$ cat config.mk
export PLATFORM = sky130hd
export DESIGN_NAME = fca_cell
export DESIGN_NICKNAME = d
export VERILOG_FILES = /design/src/fca_pkg.sv /design/src/fca_cell.sv
export SDC_FILE = /design/constraint.sdc
export NUM_CORES = 1
export LEC_CHECK = 0
export ABC_CLOCK_PERIOD_IN_PS = 2800
export BUFFER_PORTS_ARGS = -buffer_cell sky130_fd_sc_hd__buf_2
export CORE_UTILIZATION = 40
export CTS_BUF_LIST = sky130_fd_sc_hd__clkbuf_4 sky130_fd_sc_hd__clkbuf_8 sky130_fd_sc_hd__clkbuf_16
export DETAILED_ROUTE_END_ITERATION = 12
export MAX_ROUTING_LAYER = met4
export PLACE_DENSITY = 0.72
export SKIP_CTS_REPAIR_TIMING = 1
export SYNTH_ARGS = -nofsm -noshare
export SYNTH_HDL_FRONTEND = slang
export SYNTH_SLANG_ARGS = --single-unit
$ cat constraint.sdc
create_clock -name clk -period 2.8 [get_ports clk]
set_input_delay 0.14 -clock clk [delete_from_list [all_inputs] [get_ports clk]]
set_output_delay 0.14 -clock clk [all_outputs]
set_load 0.01 [all_outputs]
$ cat src/fca_pkg.sv
// Shared types and codes for the first-fit coalescing allocator.
// No dependencies; imported by the extent cell and the top level.
package fca_pkg;

  // Width of the rounded allocation size: 16-bit request plus header and alignment.
  localparam int SIZE_W = 18;

  localparam logic [1:0] STAT_OK      = 2'd0;
  localparam logic [1:0] STAT_NOFIT   = 2'd1;
  localparam logic [1:0] STAT_BADADDR = 2'd2;
  localparam logic [1:0] STAT_FULL    = 2'd3;

  localparam logic MODE_ALLOC = 1'b0;
  localparam logic MODE_FREE  = 1'b1;

  typedef enum logic [2:0] {
    OP_HOLD,
    OP_WRITE,
    OP_INSERT,
    OP_REMOVE,
    OP_INIT
  } cell_op_t;

  typedef struct packed {
    cell_op_t op;
    logic     load_valid;
  } cell_cmd_t;

  typedef enum logic [3:0] {
    ST_IDLE,
    ST_A_CMP,
    ST_A_SEL,
    ST_A_APPLY,
    ST_F_RD,
    ST_F_END,
    ST_F_CMP,
    ST_F_SEL,
    ST_F_APPLY,
    ST_F_REM,
    ST_DONE
  } fca_state_t;

endpackage

$ cat src/fca_cell.sv
// One free-extent cell of the sorted extent chain: start, length, valid.
// Depends on fca_pkg for the command struct.
module fca_cell #(
  parameter int          SW        = 18,
  parameter int          LW        = 17,
  parameter int          KW        = 19,
  parameter bit          RST_VALID = 1'b0,
  parameter logic [LW-1:0] RST_LEN = '0
) (
  input  logic              clk,
  input  logic              rst_n,
  input  fca_pkg::cell_cmd_t cmd,
  input  logic              pos_i,
  input  logic              after_i,
  input  logic [SW-1:0]     w_start,
  input  logic [LW-1:0]     w_len,
  input  logic              l_valid,
  input  logic [SW-1:0]     l_start,
  input  logic [LW-1:0]     l_len,
  input  logic              r_valid,
  input  logic [SW-1:0]     r_start,
  input  logic [LW-1:0]     r_len,
  input  logic [KW-1:0]     probe_size,
  input  logic [KW-1:0]     probe_end,
  input  logic [KW-1:0]     probe_base,
  output logic              valid_o,
  output logic [SW-1:0]     start_o,
  output logic [LW-1:0]     len_o,
  output logic              fit_o,
  output logic              gt_o,
  output logic              eq_o,
  output logic              adj_o
);
  import fca_pkg::*;

  logic          valid_r, valid_nxt;
  logic [SW-1:0] start_r, start_nxt;
  logic [LW-1:0] len_r, len_nxt;
  logic          fit_r, gt_r, eq_r, adj_r;

  always_comb begin
    valid_nxt = valid_r;
    start_nxt = start_r;
    len_nxt   = len_r;
    case (cmd.op)
      OP_WRITE: begin
        if (pos_i) begin
          valid_nxt = 1'b1;
          start_nxt = w_start;
          len_nxt   = w_len;
        end
      end
      OP_INSERT: begin
        if (pos_i) begin
          valid_nxt = 1'b1;
          start_nxt = w_start;
          len_nxt   = w_len;
        end else if (after_i) begin
          valid_nxt = l_valid;
          start_nxt = l_start;
          len_nxt   = l_len;
        end
      end
      OP_REMOVE: begin
        if (pos_i || after_i) begin
          valid_nxt = r_valid;
          start_nxt = r_start;
          len_nxt   = r_len;
        end
      end
      OP_INIT: begin
        valid_nxt = pos_i & cmd.load_valid;
        start_nxt = w_start;
        len_nxt   = w_len;
      end
      default: ;
    endcase
  end

  always_ff @(posedge clk) begin
    if (!rst_n) begin
      valid_r <= RST_VALID;
      start_r <= '0;
      len_r   <= RST_LEN;
    end else begin
      valid_r <= valid_nxt;
      start_r <= start_nxt;
      len_r   <= len_nxt;
    end
    fit_r <= valid_r && (KW'(len_r) >= probe_size);
    gt_r  <= probe_end > KW'(start_r);
    eq_r  <= probe_end == KW'(start_r);
    adj_r <= (KW'(start_r) + KW'(len_r)) == probe_base;
  end

  assign valid_o = valid_r;
  assign start_o = start_r;
  assign len_o   = len_r;
  assign fit_o   = fit_r;
  assign gt_o    = gt_r;
  assign eq_o    = eq_r;
  assign adj_o   = adj_r;

endmodule

# Word level (Yosys, flattened, before mapping)
# Index checks and enable logic that the tools add are counted.
[word_totals]
ram_bits = 0
wordCells = 39
latchBits = 0
inputBits = 172
mem_count = 0
mem_bits_ro = 0
reg_bits = 40
[classes]
addsub = 1
eq_ne = 9
bitwise = 1
div = 0
shifts = 0
reduce_logical = 4
n_mul = 0
muxes = 15
order_cmp = 2
[op_table]
columns = ["operator", "n"]
rows = [
  ["$mux W18", 4],
  ["$pmux W18 S4", 1],
  ["$mux W17", 4],
  ["$pmux W17 S4", 1],
  ["$add A18 B17 Y19", 1],
  ["$eq A19 B18 Y1", 1],
  ["$eq A19 B19 Y1", 1],
  ["$ge A17 B19 Y1", 1],
  ["$gt A19 B18 Y1", 1],
  ["$eq A3 B2 Y1 const B", 2],
  ["$mux W1", 4],
  ["$ne A2 B2 Y1 const B", 2],
  ["$pmux W1 S4", 1],
  ["$reduce_and A4 Y1", 1],
  ["$reduce_bool A4 Y1", 1],
  ["$eq A3 B1 Y1 const B", 1],
  ["$eq A3 B3 Y1 const B", 1],
  ["$ne A3 B3 Y1 const B", 1],
  ["$and A1 B1 Y1", 1],
  ["$logic_and A1 B1 Y1", 1],
  ["$logic_or A1 B1 Y1", 1],
]

# Depth between registers and ports, before layout
[logic_depth]
ltp_word = 3
ltp_mapped = 9
ltp_nobuf = 9

# Worst setup path after synthesis
# No wires, ideal clock.
[synth_timing]
path_type = "register to register"
startpoint = "register start_r[0] (netlist: start_o[0])"
endpoint = "register adj_r (netlist: adj_o)"
setup_slack_ns = 0.138
stages_incl_launch_ff = 10
period_less_slack_ns = 2.662
arrival_time_ns = 2.601
cell_sequence = "dfxtp_1 > ha_1 > fa_1 > a21o_2 > a221o_2 > a21o_1 > a31oi_4 > xnor2_1 > a2111oi_2 > and4b_1"
[synth_via]
elab_chain_len = 2
[synth_rtl]
columns = ["element", "line_no", "rtl"]
rows = [
  ["from (decl)", "fca_cell.sv:37", "logic [SW-1:0] start_r, start_nxt;"],
  ["from (signal assigned)", "fca_cell.sv:87", "start_r <= start_nxt;"],
  ["$add A18 B17 Y19", "fca_cell.sv:93", "adj_r <= (KW'(start_r) + KW'(len_r)) == probe_base;"],
  ["$eq A19 B19 Y1", "fca_cell.sv:93", ""],
  ["to (signal assigned)", "fca_cell.sv:93", ""],
  ["to (decl)", "fca_cell.sv:39", "logic fit_r, gt_r, eq_r, adj_r;"],
]
# No other way between the ends.
# A chain may end at the register's enable or synchronous reset.

# Worst setup path in the final report
# Same ends and word-level chain as after synthesis.

==> results_dict.tcl <==
set metrics [dict create \
    dieArea_sq_um 10700 \
    cts-root-buf "clkbuf_8" \
    grt_use_total_pct 29.4 \
    hold_path_depth 4 \
    gr-total-overflow 0 \
    ys_seq_area_share_pct 19.4 \
    power-per-cell-area_nw_per_um2 404 \
    gp_congestion 0.883 \
    postRouteAntennaNets 0 \
    drtIter0Drc 204 \
    r2r-start "start_o[0]" \
    peakVddDrop_v 0.000183 \
    path_class "flop to flop" \
    netlist_instances 519 \
    max_slew_margin_pct 52.8 \
    setup_viol 0 \
    avgRoutedWirePerCell_microns 17.7 \
    worstRegToRegCells 9 \
    antenna_found_initial 0 \
    htree_levels 2 \
    syn-num-nets 744 \
    core_sq_um 9860 \
    route.detailed.drc 0 \
    fillCellCount 973 \
    rrSetupSlack_ns 0.1 \
    netlist-cell-type-count 58 \
    path_clk_slew_ns 0.09 \
    regToRegEndpoint "adj_o" \
    num_rows 36 \
    tns_ns 0 \
    critPathRequiredTime_ns 3.04 \
    period_minus_slack_ns 2.70 \
    syn_to_final_growth_pct 35.2 \
    drtPass1Iterations 5 \
    status "completed" \
    hp-class "primary input to flop" \
    die_x_microns 103 \
    cts_max_path_buffers 2 \
    clk_latency_ns 0.30 \
    clock_sinks 40 \
    cts_tree "yes" \
    post-dp-hpwl_microns 12700 \
    ys.flop_type "dfxtp_1" \
    synth_edf_count 0 \
    holdPathEnd "fit_o" \
    synth-warning-count 0 \
    cp_top_family "compound AO/OA/AOI/OAI gates" \
    io_pins 212 \
    cp_max_fo 4 \
    fmax_mhz 370 \
    numCtsBuffers 5 \
    viasPerCell 5.62 \
    drive_gt1_share_pct 35.3 \
    vias 4856 \
    arrival_ns 2.95 \
    port_buffers 211 \
    cp-end-kind "flop" \
    crit_slowest_cell "fa_2" \
    grt_pass1_vias 4649 \
    grt_pass1_wl_microns 23200 \
    holdCritStartpoint "probe_size[18]" \
    finClkSkew_ns 0.00716 \
    synth_seq_cells 40 \
    total_power_mw 2.25 \
    rsz0062_at_grt "false" \
    synth_area_per_cell_sq_um 7.93 \
    drv_slew 0 \
    p_leak_nw 3.15 \
    routed_wl_microns 15300 \
    synth_area_sq_um 4120 \
    cp.depth 9 \
    grt_max_degree 38 \
    layout.nets 956 \
    tightest_slew_ns 0.708 \
    path_buf_inv 0 \
    diodes 0 \
    hold-worst-slack_ns 0.136 \
    maxCapViolCount 0 \
    cp-start-kind "flop" \
    period_share_pct 96.6 \
    hold_violations 0 \
    die_h_microns 103 \
    async_flop_share_pct 0 \
    initial_utilization_pct 41.7 \
    slowest_delay_ns 0.43 \
    path_cells "ha_2 > fa_2 > a21o_4 > a221o_2 > a21o_1 > and3b_1 > nor4_1 > nand4_1 > and4b_1" \
]
## tightest hold or removal path, cell delays in order
cell and delay [ns]:
buf_2 0.08, nor2_1 0.05, o211ai_1 0.08, a21oi_1 0.04
## power breakdown
part / switching [mW] / internal (mW)
sequential: 0.0633 / 0.620
clock: 0.226 / 0.352
combinational: 0.530 / 0.457
## cells by family (layout without fill, tap and decap cells)
| group | count (synthesis) | count (layout) | synth area share (%) |
|---|---|---|---|
| AO/OA/AOI/OAI | 170 | 170 | 32.1 |
| AND/OR/NAND/NOR | 158 | 158 | 19.3 |
| buffers and inverters | 70 | 282 | 6.38 |
| adder cells (fa/ha/maj) | 53 | 53 | 16.3 |
| flip-flops | 40 | 40 | 19.4 |
| XOR/XNOR | 24 | 24 | 5.44 |
| multiplexers | 4 | 4 | 1.03 |
## area by class of cell
| class | instances | area, sq um | area share [%] |
|---|---|---|---|
| timing repair buffer | 233 | 1220 | 21.9 |
| tap | 133 | 166 | 2.99 |
| multi-input combinational | 409 | 3090 | 55.6 |
| inverter | 42 | 158 | 2.83 |
| clock buffer | 5 | 68.8 | 1.24 |
| clock inverter | 2 | 60.1 | 1.08 |
| sequential | 40 | 801 | 14.4 |
## worst max-delay path by stage
stage | startpoint | end | slack (ns)
after floorplan | start_o[0] | adj_o | 0.14
after global placement | start_o[0] | adj_o | 0.08
after detailed placement | start_o[0] | adj_o | 0.05
after CTS | start_o[0] | adj_o | -0.01
after global routing | start_o[0] | adj_o | 0.002
final | start_o[0] | adj_o | 0.1
## Yosys cell counts (all sizes together), types with 2 or more instances
library cell,n,area share [%]
or2,2,0.30
nand4,13,2.0
o211a,37,9.0
nor4,5,0.76
o2111ai,5,1.1
a21oi,22,2.7
and3b,2,0.43
xor2,9,1.9
o211ai,3,0.55
nor2,18,1.6
clkbuf,24,2.2
nor2b,9,1.4
o21a,3,0.55
a221oi,2,0.43
a211o,3,0.64
nor3,5,0.61
or3,3,0.46
o21bai,2,0.36
mux2,2,0.55
a21o,13,2.4
mux2i,2,0.49
ha,52,16
a31oi,5,1.1
a2111oi,5,1.2
xnor2,14,3.0
o21ai,18,2.2
a211oi,4,0.73
buf,4,0.36
o31ai,2,0.36
nand3,40,4.9
or4,2,0.36
nand2,48,4.4
o311ai,3,0.64
a22oi,35,6.4
and2,3,0.46
dfxtp,40,19
inv,42,3.8
and3,3,0.49
## stage by stage
| stage | setup WS [ns] | utilization (%) | area (sq um) | cells |
|---|---|---|---|---|
| 2_1_floorplan | 0.138 | - | 4120 | 519 |
| 3_3_place_gp | 0.0775 | 54.6 | 5390 | 854 |
| 3_5_place_dp | 0.0539 | 54.6 | 5390 | 854 |
| 4_1_cts | -0.0134 | 55.9 | 5520 | 861 |
| 5_1_grt | 0.00185 | 56.4 | 5570 | 864 |
| 6_report | 0.0961 | 56.4 | 5570 | 864 |
## routing by layer
| layer | wire [microns] | global-route usage, % | up-vias |
|---|---|---|---|
| met5 | 0 | - | - |
| met4 | 206 | 6.18 | 0 |
| met3 | 945 | 3.36 | 17 |
| met2 | 7320 | 48.2 | 191 |
| met1 | 6830 | 38.9 | 2266 |
| li1 | - | - | 2382 |
## registers in the layout, indices dropped and copies added, names as in the netlist
name,cells
start_o,18
len_o,17
adj_o,1
eq_o,1
fit_o,1
gt_o,1
valid_o,1
## placed cells by master, fill, tap and decap left out, drive strengths merged, types with 9 or more instances in the layout
master    n
buf     233
a21o     13
xnor2    14
nor2     18
dfxtp    40
xor2      9
nand2    48
o21ai    18
a22oi    35
ha       52
nand4    13
o211a    37
inv      42
a21oi    22
nor2b     9
nand3    40
Note: power is estimated with default switching activity, not from simulation.
